## src/sv/sliding_window_vote_filter_top_assert.svh

```systemverilog
// Assertion macros shared by the vote filter modules.
// Expands to concurrent assertions in simulation and to nothing under synthesis.
`ifndef SLIDING_WINDOW_VOTE_FILTER_TOP_ASSERT_SVH
`define SLIDING_WINDOW_VOTE_FILTER_TOP_ASSERT_SVH
`ifndef SYNTHESIS
// Same-cycle implication: cons must hold whenever ante holds.
`define SWVF_ASSERT_IMP(label, clk, rst, ante, cons) \
   label: assert property (@(posedge clk) disable iff (rst) (ante) |-> (cons)) \
      else $error("vote filter assertion failed");
// Next-cycle implication: cons must hold in the cycle after ante.
`define SWVF_ASSERT_NXT(label, clk, rst, ante, cons) \
   label: assert property (@(posedge clk) disable iff (rst) (ante) |=> (cons)) \
      else $error("vote filter assertion failed");
`else
`define SWVF_ASSERT_IMP(label, clk, rst, ante, cons)
`define SWVF_ASSERT_NXT(label, clk, rst, ante, cons)
`endif
`endif

```

## src/sv/swvf_pkg.sv

```systemverilog
// Package for the sliding window vote filter: sizes, codes, payload and control types.
// No dependencies; used by every module of the block.
`timescale 1ns / 1ps

package swvf_pkg;

   localparam int WINDOW_MAX = 16;
   localparam int PTR_BITS   = $clog2(WINDOW_MAX);
   localparam int CNT_BITS   = 5;
   localparam int CONF_BITS  = 16;
   localparam int SUM_BITS   = 20;
   localparam int DIR_BITS   = 2;
   localparam int DIR_COUNT  = 4;
   localparam int DIV_STEPS  = SUM_BITS;
   localparam int IDX_BITS   = 1;

   localparam logic [CNT_BITS-1:0] WINDOW_RESET   = 5'd5;
   localparam logic [CNT_BITS-1:0] MIN_VOTES_RESET = 5'd3;

   localparam logic [IDX_BITS-1:0] REG_WINDOW_LENGTH = 1'b0;
   localparam logic [IDX_BITS-1:0] REG_MIN_VOTES     = 1'b1;

   localparam logic MODE_ADD   = 1'b0;
   localparam logic MODE_CLEAR = 1'b1;

   typedef struct packed {
      logic                 mode;
      logic [DIR_BITS-1:0]  vote_direction;
      logic [CONF_BITS-1:0] vote_confidence;
   } req_type;

   typedef struct packed {
      logic [DIR_BITS-1:0]  winner_direction;
      logic [CNT_BITS-1:0]  winner_votes;
      logic                 is_stable;
      logic [CONF_BITS-1:0] mean_confidence;
   } rsp_type;

   typedef struct packed {
      logic [DIR_BITS-1:0]  dir;
      logic [CONF_BITS-1:0] conf;
   } slot_type;

   typedef enum logic [2:0] {
      ST_IDLE,
      ST_WRITE,
      ST_TALLY,
      ST_SETTLE,
      ST_PICK,
      ST_DIVIDE,
      ST_FINISH
   } state_type;

   typedef struct packed {
      logic                capture;
      logic                commit;
      logic                read;
      logic [PTR_BITS-1:0] rd_idx;
      logic                pick;
      logic                div_step;
      logic                load_out;
   } cmd_type;

   typedef struct packed {
      logic [CNT_BITS-1:0] fill;
   } status_type;

endpackage

```

## src/sv/swvf_datapath.sv

```systemverilog
// Datapath of the vote filter: settings, vote ring, tallies, winner pick, divider, output register.
// Depends on swvf_pkg and the assertion macro header.
`timescale 1ns / 1ps
`include "sliding_window_vote_filter_top_assert.svh"

module swvf_datapath (
   input  logic                                 clock,
   input  logic                                 reset,
   input  swvf_pkg::cmd_type                    cmd,
   output swvf_pkg::status_type                 status,
   input  swvf_pkg::req_type                    req_data,
   output swvf_pkg::rsp_type                    rsp_data,
   input  logic                                 csr_we,
   input  logic [swvf_pkg::IDX_BITS-1:0]        csr_index,
   input  logic [swvf_pkg::CNT_BITS-1:0]        csr_wdata
);

   logic [swvf_pkg::CNT_BITS-1:0]  window_ff;
   logic [swvf_pkg::CNT_BITS-1:0]  min_votes_ff;
   swvf_pkg::req_type              req_ff;
   swvf_pkg::slot_type             ring_mem [swvf_pkg::WINDOW_MAX];
   swvf_pkg::slot_type             rd_data_ff;
   logic                           rd_valid_ff;
   logic [swvf_pkg::PTR_BITS-1:0]  head_ff;
   logic [swvf_pkg::CNT_BITS-1:0]  fill_ff;
   logic [swvf_pkg::CNT_BITS-1:0]  tally_ff [swvf_pkg::DIR_COUNT];
   logic [swvf_pkg::SUM_BITS-1:0]  total_ff [swvf_pkg::DIR_COUNT];
   logic [swvf_pkg::DIR_BITS-1:0]  best_dir_ff;
   logic [swvf_pkg::CNT_BITS-1:0]  best_votes_ff;
   logic                           stable_ff;
   logic [swvf_pkg::SUM_BITS-1:0]  div_quo_ff;
   logic [swvf_pkg::CNT_BITS-1:0]  div_rem_ff;
   swvf_pkg::rsp_type              rsp_ff;

   logic [swvf_pkg::CNT_BITS-1:0]  win_eff;
   logic [swvf_pkg::CNT_BITS-1:0]  fill_inc;
   logic [swvf_pkg::PTR_BITS-1:0]  rd_addr;
   logic [swvf_pkg::DIR_BITS-1:0]  best_in;
   logic [swvf_pkg::CNT_BITS:0]    div_shift;
   logic                           div_ge;
   logic [swvf_pkg::CNT_BITS:0]    div_diff;

   // Clamp the window length to 1..WINDOW_MAX.
   always_comb begin
      if (window_ff == '0) begin
         win_eff = swvf_pkg::CNT_BITS'(1);
      end else if (window_ff > swvf_pkg::CNT_BITS'(swvf_pkg::WINDOW_MAX)) begin
         win_eff = swvf_pkg::CNT_BITS'(swvf_pkg::WINDOW_MAX);
      end else begin
         win_eff = window_ff;
      end
      fill_inc = fill_ff + swvf_pkg::CNT_BITS'(1);
      rd_addr  = head_ff - swvf_pkg::PTR_BITS'(1) - cmd.rd_idx;
   end

   // Settings registers.
   always_ff @(posedge clock) begin
      if (reset) begin
         window_ff    <= swvf_pkg::WINDOW_RESET;
         min_votes_ff <= swvf_pkg::MIN_VOTES_RESET;
      end else if (csr_we) begin
         case (csr_index)
            swvf_pkg::REG_WINDOW_LENGTH: window_ff    <= csr_wdata;
            swvf_pkg::REG_MIN_VOTES:     min_votes_ff <= csr_wdata;
            default: ;
         endcase
      end
   end

   // Ring pointer and fill level.
   always_ff @(posedge clock) begin
      if (reset) begin
         head_ff     <= '0;
         fill_ff     <= '0;
         rd_valid_ff <= 1'b0;
      end else begin
         rd_valid_ff <= cmd.read;
         if (cmd.commit) begin
            if (req_ff.mode == swvf_pkg::MODE_CLEAR) begin
               fill_ff <= '0;
            end else begin
               head_ff <= head_ff + swvf_pkg::PTR_BITS'(1);
               fill_ff <= (fill_inc > win_eff) ? win_eff : fill_inc;
            end
         end
      end
   end

   // Request latch and vote ring; read data registered.
   always_ff @(posedge clock) begin
      if (cmd.capture) begin
         req_ff <= req_data;
      end
      if (cmd.commit && req_ff.mode == swvf_pkg::MODE_ADD) begin
         ring_mem[head_ff] <= '{dir: req_ff.vote_direction, conf: req_ff.vote_confidence};
      end
      if (cmd.read) begin
         rd_data_ff <= ring_mem[rd_addr];
      end
   end

   // Tallies: clear on commit, accumulate one ring entry per cycle; direction 0 entries are not counted.
   always_ff @(posedge clock) begin
      if (cmd.commit) begin
         for (int d = 0; d < swvf_pkg::DIR_COUNT; d++) begin
            tally_ff[d] <= '0;
            total_ff[d] <= '0;
         end
      end else if (rd_valid_ff && rd_data_ff.dir != '0) begin
         tally_ff[rd_data_ff.dir] <= tally_ff[rd_data_ff.dir] + swvf_pkg::CNT_BITS'(1);
         total_ff[rd_data_ff.dir] <= total_ff[rd_data_ff.dir]
                                     + swvf_pkg::SUM_BITS'(rd_data_ff.conf);
      end
   end

   // Winner: more votes, then larger sum, then lower direction.
   always_comb begin
      best_in = '0;
      for (int d = 1; d < swvf_pkg::DIR_COUNT; d++) begin
         if (tally_ff[d] > tally_ff[best_in] ||
             (tally_ff[d] == tally_ff[best_in] && total_ff[d] > total_ff[best_in])) begin
            best_in = swvf_pkg::DIR_BITS'(d);
         end
      end
   end

   // Restoring divider step: one quotient bit per cycle.
   always_comb begin
      div_shift = {div_rem_ff, div_quo_ff[swvf_pkg::SUM_BITS-1]};
      div_diff  = div_shift - {1'b0, best_votes_ff};
      div_ge    = div_shift >= {1'b0, best_votes_ff};
   end

   always_ff @(posedge clock) begin
      if (cmd.pick) begin
         best_dir_ff   <= best_in;
         best_votes_ff <= tally_ff[best_in];
         stable_ff     <= (best_in != '0) && (tally_ff[best_in] >= min_votes_ff);
         div_quo_ff    <= total_ff[best_in];
         div_rem_ff    <= '0;
      end else if (cmd.div_step) begin
         div_quo_ff <= {div_quo_ff[swvf_pkg::SUM_BITS-2:0], div_ge};
         div_rem_ff <= div_ge ? div_diff[swvf_pkg::CNT_BITS-1:0]
                              : div_shift[swvf_pkg::CNT_BITS-1:0];
      end
   end

   always_ff @(posedge clock) begin
      if (cmd.load_out) begin
         rsp_ff.winner_direction <= best_dir_ff;
         rsp_ff.winner_votes     <= best_votes_ff;
         rsp_ff.is_stable        <= stable_ff;
         rsp_ff.mean_confidence  <= (best_votes_ff == '0) ? '0
                                    : div_quo_ff[swvf_pkg::CONF_BITS-1:0];
      end
   end

   assign status.fill = fill_ff;
   assign rsp_data    = rsp_ff;

   `SWVF_ASSERT_IMP(a_fill_bound, clock, reset, 1'b1, fill_ff <= swvf_pkg::CNT_BITS'(swvf_pkg::WINDOW_MAX))
   `SWVF_ASSERT_NXT(a_winner_votes, clock, reset, cmd.pick, (best_dir_ff == '0) == (best_votes_ff == '0))
   `SWVF_ASSERT_IMP(a_rem_bound, clock, reset, cmd.div_step && best_votes_ff != '0, div_rem_ff < best_votes_ff)

endmodule

```

## src/sv/swvf_controller.sv

```systemverilog
// Sequencer of the vote filter: steps each request through write, tally, pick and divide.
// Depends on swvf_pkg and the assertion macro header.
`timescale 1ns / 1ps
`include "sliding_window_vote_filter_top_assert.svh"

module swvf_controller (
   input  logic                 clock,
   input  logic                 reset,
   input  logic                 req_valid,
   output logic                 req_ready,
   output logic                 rsp_valid,
   input  logic                 rsp_ready,
   input  swvf_pkg::status_type status,
   output swvf_pkg::cmd_type    cmd
);

   swvf_pkg::state_type             state_ff;
   swvf_pkg::state_type             state_in;
   logic [swvf_pkg::CNT_BITS-1:0]   cnt_ff;
   logic [swvf_pkg::CNT_BITS-1:0]   cnt_in;
   logic                            rsp_valid_ff;
   logic                            out_free;

   assign out_free = !rsp_valid_ff || rsp_ready;

   // Next state.
   always_comb begin
      state_in = state_ff;
      case (state_ff)
         swvf_pkg::ST_IDLE: begin
            if (req_valid) state_in = swvf_pkg::ST_WRITE;
         end
         swvf_pkg::ST_WRITE:  state_in = swvf_pkg::ST_TALLY;
         swvf_pkg::ST_TALLY: begin
            if (cnt_ff + swvf_pkg::CNT_BITS'(1) >= status.fill) state_in = swvf_pkg::ST_SETTLE;
         end
         swvf_pkg::ST_SETTLE: state_in = swvf_pkg::ST_PICK;
         swvf_pkg::ST_PICK:   state_in = swvf_pkg::ST_DIVIDE;
         swvf_pkg::ST_DIVIDE: begin
            if (cnt_ff == swvf_pkg::CNT_BITS'(swvf_pkg::DIV_STEPS - 1)) begin
               state_in = swvf_pkg::ST_FINISH;
            end
         end
         swvf_pkg::ST_FINISH: begin
            if (out_free) state_in = swvf_pkg::ST_IDLE;
         end
         default: state_in = swvf_pkg::ST_IDLE;
      endcase
   end

   // Commands.
   always_comb begin
      cmd        = '0;
      cmd.rd_idx = cnt_ff[swvf_pkg::PTR_BITS-1:0];
      req_ready  = 1'b0;
      case (state_ff)
         swvf_pkg::ST_IDLE: begin
            req_ready   = 1'b1;
            cmd.capture = req_valid;
         end
         swvf_pkg::ST_WRITE:  cmd.commit   = 1'b1;
         swvf_pkg::ST_TALLY:  cmd.read     = cnt_ff < status.fill;
         swvf_pkg::ST_PICK:   cmd.pick     = 1'b1;
         swvf_pkg::ST_DIVIDE: cmd.div_step = 1'b1;
         swvf_pkg::ST_FINISH: cmd.load_out = out_free;
         default: ;
      endcase
   end

   // Step counter: tally index, then divide step.
   always_comb begin
      case (state_ff)
         swvf_pkg::ST_TALLY,
         swvf_pkg::ST_DIVIDE: cnt_in = cnt_ff + swvf_pkg::CNT_BITS'(1);
         default:             cnt_in = '0;
      endcase
   end

   always_ff @(posedge clock) begin
      if (reset) begin
         state_ff     <= swvf_pkg::ST_IDLE;
         cnt_ff       <= '0;
         rsp_valid_ff <= 1'b0;
      end else begin
         state_ff <= state_in;
         cnt_ff   <= cnt_in;
         if (cmd.load_out) begin
            rsp_valid_ff <= 1'b1;
         end else if (rsp_ready) begin
            rsp_valid_ff <= 1'b0;
         end
      end
   end

   assign rsp_valid = rsp_valid_ff;

   `SWVF_ASSERT_NXT(a_accept_writes, clock, reset, req_valid && req_ready, state_ff == swvf_pkg::ST_WRITE)
   `SWVF_ASSERT_IMP(a_tally_range, clock, reset, state_ff == swvf_pkg::ST_TALLY && cnt_ff != '0, cnt_ff < status.fill)
   `SWVF_ASSERT_IMP(a_load_free, clock, reset, cmd.load_out, !rsp_valid_ff || rsp_ready)

endmodule

```

## src/sv/sliding_window_vote_filter_top.sv

```systemverilog
// Sliding window vote filter, top level; instantiates swvf_controller and swvf_datapath,
// uses swvf_pkg. Each request either adds a vote (direction 0..3, Q0.16 confidence) to a
// ring of the most recent window_length votes or clears the window, and yields exactly
// one response: the direction with most votes (ties to larger confidence sum, then lower
// direction), its count, a stable flag and the truncated mean confidence. Requests are
// handled one at a time: a request passes through a write, a tally (one ring read per
// held vote, fill up to 16), a settle, a pick, a divide (one quotient bit per cycle) and
// an output load, which waits while a previous response still waits for rsp_ready.
// req_ready rises in the same cycle as rsp_valid, so a new request is accepted only once
// the previous response is loaded. The response register lets a new request be taken
// while the previous response still waits for rsp_ready. Settings are written through
// csr_we/csr_index/csr_wdata, which the user must do only while no request is in flight
// (the block does not enforce this): index 0 is window_length (reset 5, 0 acts as 1,
// above 16 acts as 16), index 1 is min_votes_stable (reset 3). Reset is synchronous and
// active high; the vote ring needs no clearing pass.
`timescale 1ns / 1ps

module sliding_window_vote_filter_top (
   input  logic                           clock,
   input  logic                           reset,
   // request channel
   input  logic                           req_valid,
   output logic                           req_ready,
   input  swvf_pkg::req_type              req_data,
   // response channel
   output logic                           rsp_valid,
   input  logic                           rsp_ready,
   output swvf_pkg::rsp_type              rsp_data,
   // settings write port
   input  logic                           csr_we,
   input  logic [swvf_pkg::IDX_BITS-1:0]  csr_index,
   input  logic [swvf_pkg::CNT_BITS-1:0]  csr_wdata
);

   // Commands flow from the sequencer to the datapath; the fill level flows back
   // so the sequencer knows how many ring entries to tally.
   swvf_pkg::cmd_type    cmd;
   swvf_pkg::status_type status;

   swvf_controller u_ctrl (
      .clock     (clock),
      .reset     (reset),
      .req_valid (req_valid),
      .req_ready (req_ready),
      .rsp_valid (rsp_valid),
      .rsp_ready (rsp_ready),
      .status    (status),
      .cmd       (cmd)
   );

   // Datapath holds the settings, the ring, the per-direction tallies, the winner
   // registers, the shift-subtract divider and the response register.
   swvf_datapath u_dp (
      .clock     (clock),
      .reset     (reset),
      .cmd       (cmd),
      .status    (status),
      .req_data  (req_data),
      .rsp_data  (rsp_data),
      .csr_we    (csr_we),
      .csr_index (csr_index),
      .csr_wdata (csr_wdata)
   );

endmodule
```

## config.mk

```make
export PLATFORM = sky130hd
export DESIGN_NAME = sliding_window_vote_filter_top
export DESIGN_NICKNAME = d
export VERILOG_FILES = /design/src/sv/swvf_pkg.sv /design/src/sv/swvf_datapath.sv /design/src/sv/swvf_controller.sv /design/src/sv/sliding_window_vote_filter_top.sv
export VERILOG_INCLUDE_DIRS = /design/src /design/src/sv
export SDC_FILE = /design/constraint.sdc
export NUM_CORES = 1
export LEC_CHECK = 0
export CAP_MARGIN = 20
export CORE_MARGIN = 1.5
export CORE_UTILIZATION = 40
export DETAILED_ROUTE_END_ITERATION = 10
export DONT_BUFFER_PORTS = 1
export HOLD_SLACK_MARGIN = 0.15
export PLACE_DENSITY = 0.65
export SLEW_MARGIN = 20
export SYNTH_ARGS = -nofsm -noshare
export SYNTH_HDL_FRONTEND = slang
export SYNTH_HIERARCHICAL = 1
export SYNTH_SLANG_ARGS = --single-unit
```

## constraint.sdc

```tcl
create_clock -name clock -period 9.2 [get_ports clock]
set_clock_uncertainty 0.05 [all_clocks]
set_input_delay 0.92 -clock clock [delete_from_list [all_inputs] [get_ports clock]]
set_output_delay 0.92 -clock clock [all_outputs]
set_load 0.03 [all_outputs]
```

==> flow_summary.html <==
<table>
<tr><th>Metric</th><th>Value</th></tr>
<tr><th colspan="2">Outcome</th></tr>
<tr><td>Result of the run</td><td>finished clean</td></tr>
<tr><th colspan="2">Clocking</th></tr>
<tr><td>Clock transition at the registers of the reported paths</td><td>60 ps</td></tr>
<tr><td>Largest buffer count on any clock path</td><td>3</td></tr>
<tr><td>Number of buffers added to fix hold violations after cts</td><td>0</td></tr>
<tr><td>Clock Tree Root</td><td>sky130_fd_sc_hd__clkbuf_16</td></tr>
<tr><td>Count of clock tree sinks</td><td>511</td></tr>
<tr><td>Number of buffers added for setup after CTS</td><td>0</td></tr>
<tr><td>Number of buffers created by CTS</td><td>53</td></tr>
<tr><td>Clk Latency, worst-skew pair</td><td>610 ps</td></tr>
<tr><td>Clock tree from TritonCTS</td><td>yes</td></tr>
<tr><td>H-Tree Level Count</td><td>2</td></tr>
<tr><th colspan="2">Critical path</th></tr>
<tr><td>Crit Path Max Fanout</td><td>32</td></tr>
<tr><td>Critical path startpoint category</td><td>flip-flop</td></tr>
<tr><td>CP endpoint</td><td>u_dp/stable_ff</td></tr>
<tr><td>Category of the most critical setup path</td><td>reg -&gt; reg</td></tr>
<tr><td>Worst Reg-to-Reg Cells</td><td>33</td></tr>
<tr><td>Worst R2R Start</td><td>u_dp/total_ff[0][14]</td></tr>
<tr><td>Terminus of the critical flop-to-flop path</td><td>u_dp/stable_ff</td></tr>
<tr><td>Crit end category</td><td>flip-flop</td></tr>
<tr><td>Highest-delay cell along the critical path</td><td>sky130_fd_sc_hd__buf_4</td></tr>
<tr><td>Cell mode on critical path</td><td>sky130_fd_sc_hd__ha_1</td></tr>
<tr><td>Minimum setup slack among reg-to-reg paths</td><td>660 ps</td></tr>
<tr><td>Req. time, crit path</td><td>9510 ps</td></tr>
<tr><td>Largest incremental delay on the critical path</td><td>480 ps</td></tr>
<tr><td>Data arrival time of the worst path</td><td>8850 ps</td></tr>
<tr><td>Setup crit start</td><td>u_dp/total_ff[0][14]</td></tr>
<tr><th colspan="2">Drt</th></tr>
<tr><td>Vias per Instance</td><td>5.535</td></tr>
<tr><td>Drt wl/cell</td><td>20.87 um</td></tr>
<tr><td>Total Routed Length</td><td>53.00 mm</td></tr>
<tr><td>1st-iter DRT viols</td><td>1,165</td></tr>
<tr><td>Initial DRT Pass Iterations</td><td>7</td></tr>
<tr><td>ANT nets after route</td><td>0</td></tr>
<tr><td>Count of unresolved DRC violations after routing</td><td>0</td></tr>
<tr><td>Vias after detailed routing</td><td>14,058</td></tr>
<tr><th colspan="2">Cells and area</th></tr>
<tr><td>Final net count</td><td>1,872</td></tr>
<tr><td>Number of diodes added for antenna fixing</td><td>0</td></tr>
<tr><td>Number of fill cells in the layout</td><td>5,241</td></tr>
<tr><td>Non-Filler Instances</td><td>2,540</td></tr>
<tr><td>Fraction of layout cells with a size suffix above 1</td><td>15.70%</td></tr>
<tr><td>Relative area change from synthesis to final layout</td><td>11.83%</td></tr>
<tr><th colspan="2">Synthesis</th></tr>
<tr><td>Area share of the largest cell type after synthesis</td><td>58.52%</td></tr>
<tr><td>Dominant combinational cell family by area after synthesis</td><td>multiplexers</td></tr>
<tr><td>Post-synthesis mux area share</td><td>11.17%</td></tr>
<tr><td>Synth Flop Type</td><td>sky130_fd_sc_hd__edfxtp_1</td></tr>
<tr><td>Number of warnings reported in the yosys synthesis log</td><td>6</td></tr>
<tr><td>Xor and xnor fraction of the mapped netlist area</td><td>1.038%</td></tr>
<tr><td>Synthesized instance count</td><td>1,681</td></tr>
<tr><td>Largest cells by area after synthesis</td><td>sky130_fd_sc_hd__edfxtp_1 (59%), sky130_fd_sc_hd__mux4_2 (8.9%), sky130_fd_sc_hd__ha_1 (6.4%), sky130_fd_sc_hd__dfxtp_1 (2.8%), sky130_fd_sc_hd__nor2_1 (2.7%)</td></tr>
<tr><td>Post-Synth Simple-Gate Area</td><td>8.701%</td></tr>
<tr><td>Synth cell count leaders</td><td>sky130_fd_sc_hd__edfxtp_1 (477), sky130_fd_sc_hd__nor2_1 (175), sky130_fd_sc_hd__ha_1 (126)</td></tr>
<tr><td>Post-synthesis cell type with the largest combined area</td><td>sky130_fd_sc_hd__edfxtp_1</td></tr>
<tr><td>Unique cell type count in the Yosys netlist</td><td>70</td></tr>
<tr><td>Synthesized-area fraction occupied by adder cells</td><td>6.687%</td></tr>
<tr><td>Synth Cell Area</td><td>0.02447 mm2</td></tr>
<tr><td>Number of enable-type register cells in the synthesized netlist</td><td>477</td></tr>
<tr><td>Compound-cell area share of the yosys netlist</td><td>8.082%</td></tr>
<tr><td>Count leader, synth</td><td>sky130_fd_sc_hd__edfxtp_1</td></tr>
<tr><td>Fraction of the yosys area taken by sequential cells</td><td>61.31%</td></tr>
<tr><td>Synth Register Bits</td><td>511</td></tr>
<tr><td>Share of async-settable or async-resettable flops after synthesis</td><td>0%</td></tr>
<tr><td>Syn avg cell area</td><td>14.56 um2</td></tr>
<tr><th colspan="2">Global route</th></tr>
<tr><td>Global-route usage over all layers</td><td>17.08%</td></tr>
<tr><td>Number of antenna violations at the first check in global routing</td><td>0</td></tr>
<tr><td>First-pass GRT wire length</td><td>82.51 mm</td></tr>
<tr><td>Global route total overflow</td><td>0</td></tr>
<tr><td>Number of global-route vias before repair</td><td>14,226</td></tr>
<tr><td>Maximum number of pins on one net before global-route repair</td><td>55</td></tr>
<tr><th colspan="2">Timing</th></tr>
<tr><td>Worst slew margin relative to its limit</td><td>29.82%</td></tr>
<tr><td>Achievable frequency</td><td>117.1 MHz</td></tr>
<tr><td>Sum of negative setup slack</td><td>0 ps</td></tr>
<tr><td>Setup repair after global routing missed its margin</td><td>false</td></tr>
<tr><td>Post-layout min period</td><td>8539 ps</td></tr>
<tr><td>Share of the clock period used by the worst path after layout</td><td>92.82%</td></tr>
<tr><td>Final number of setup-violating endpoints</td><td>0</td></tr>
<tr><td>Final Hold Violating Endpoints</td><td>0</td></tr>
<tr><td>Worst Tran Pin Value</td><td>1045 ps</td></tr>
<tr><td>Final max-slew violation count</td><td>0</td></tr>
<tr><th colspan="2">Placed design</th></tr>
<tr><td>Post-Place Cells</td><td>2,440</td></tr>
<tr><td>Half-perimeter wire length after placement</td><td>34.58 mm</td></tr>
<tr><td>Count of buffers from port buffering</td><td>0</td></tr>
<tr><td>GP Congestion</td><td>0.8832</td></tr>
<tr><th colspan="2">Power and ir drop</th></tr>
<tr><td>Power density normalized to cell area</td><td>330.2 mW/mm2</td></tr>
<tr><td>Lkg Pwr</td><td>9.897 nW</td></tr>
<tr><td>Maximum vdd ir drop</td><td>0.3308 mV</td></tr>
<tr><th colspan="2">Floorplanning</th></tr>
<tr><td>Area of the core region</td><td>0.06047 mm2</td></tr>
<tr><td>I/O pin total</td><td>56</td></tr>
<tr><td>Starting density of the core</td><td>40.47%</td></tr>
<tr><td>Standard-cell rows</td><td>90</td></tr>
<tr><td>DIE HEIGHT</td><td>250.4 um</td></tr>
<tr><td>Die Footprint</td><td>0.06268 mm2</td></tr>
<tr><td>Chip width</td><td>250.4 um</td></tr>
<tr><th colspan="2">Min path</th></tr>
<tr><td>Critical hold path startpoint</td><td>reset</td></tr>
<tr><td>Worst hold path type</td><td>in -&gt; reg</td></tr>
<tr><th colspan="2">Job</th></tr>
<tr><td>Max_cap viols</td><td>0</td></tr>
</table>
==> metal layers <==
metal | up-vias | GRT usage, % | routed length [um]
met5 | - | 0 | 0
met4 | 0 | 6.095 | 1411
met3 | 73 | 2.078 | 2276
met2 | 339 | 27.98 | 25350
met1 | 7113 | 23.52 | 23970
li1 | 6533 | - | -
==> registers in the layout (all words and copies together), names as in the netlist, 4 cells and up <==
register / flops
u_dp/min_votes_ff: 5
u_dp/head_ff: 4
u_dp/rd_data_ff: 18
u_dp/rsp_data: 24
u_dp/status: 5
u_dp/total_ff: 80
u_ctrl/cnt_ff: 5
u_dp/div_rem_ff: 5
u_dp/window_ff: 5
u_dp/best_votes_ff: 5
u_dp/ring_mem: 288
u_dp/tally_ff: 20
u_dp/div_quo_ff: 20
u_dp/req_ff: 19
==> cell usage in the layout (no fill, tap or decap), drive strengths merged, types with 25 or more instances in the layout <==
master,count
a211oi,46
a21o,44
a21oi,73
buf,36
clkbuf,66
conb,25
dfxtp,34
edfxtp,477
ha,126
inv,87
mux2i,54
mux4,97
nand2,45
nand4,38
nor2,176
nor2b,52
nor3,26
==> cell type report <==
| class | instances | area, um2 | share of cell area [%] |
|---|---|---|---|
| clock buffers | 66 | 1425 | 5.207 |
| flip-flops and latches | 511 | 15000 | 54.82 |
| clock inverters | 34 | 387.9 | 1.417 |
| well taps | 782 | 978.4 | 3.575 |
| inverters | 84 | 315.3 | 1.152 |
| repair buffers | 36 | 282.8 | 1.033 |
| multi-input cells | 1027 | 8977 | 32.80 |
==> cells by family (layout without fill, tap and decap cells) <==
family,count (synthesis),after routing
mux,151,151
flops,511,511
buf+inv,167,220
fa+ha+maj,129,129
simple gates,428,428
compound gates,265,265
other cells,1,25
xor+xnor,29,29
==> through the flow <==
stage          power [W]  worst slack, ps  hold WS, ps  utilization [%]  area (um2)
2_1_floorplan   0.005980             1847        350.3                -       24560
3_3_place_gp    0.006763            943.0        362.6            42.24       25540
3_5_place_dp    0.006871            692.3        357.2            42.24       25540
4_1_cts         0.009097            647.3        283.5            45.24       27360
5_1_grt         0.009630            107.2        298.8            45.26       27370
6_report        0.009038            660.6        328.8            45.26       27370
==> worst min path at each step <==
stage	end	slack, ps	cells after the start
3_3_place_gp	u_dp/rsp_data[23]	360	0
2_1_floorplan	u_dp/rsp_data[16]	350	0
6_report	u_dp/window_ff[1]	330	1
3_5_place_dp	u_dp/rsp_data[22]	360	0
5_1_grt	u_ctrl/state_ff[2]	300	1
4_1_cts	u_dp/min_votes_ff[3]	280	1
==> worst max-delay path: cells and delay by family (launching register included) <==
kind | cells | cell delay (ps)
compound gates | 9 | 1790
fa+ha+maj | 4 | 1200
buf+inv | 4 | 1000
flops | 1 | 390
mux | 1 | 410
simple gates | 15 | 3420
==> report_power, final <==
group	internal, W	total (W)	switching, W	leakage (nW)
clock	0.00130	0.00221	0.000903	0.892
sequential	0.00298	0.00327	0.000294	4.64
combinational	0.00145	0.00356	0.00211	4.36
total	0.00573	0.00904	0.00331	9.90
==> timing repair <==
item,in CTS,in global routing
gates resized for setup,0,1
endpoints found under the hold margin,0,0
endpoints found under the setup margin,0,1
(Power assumes the default switching activity.)
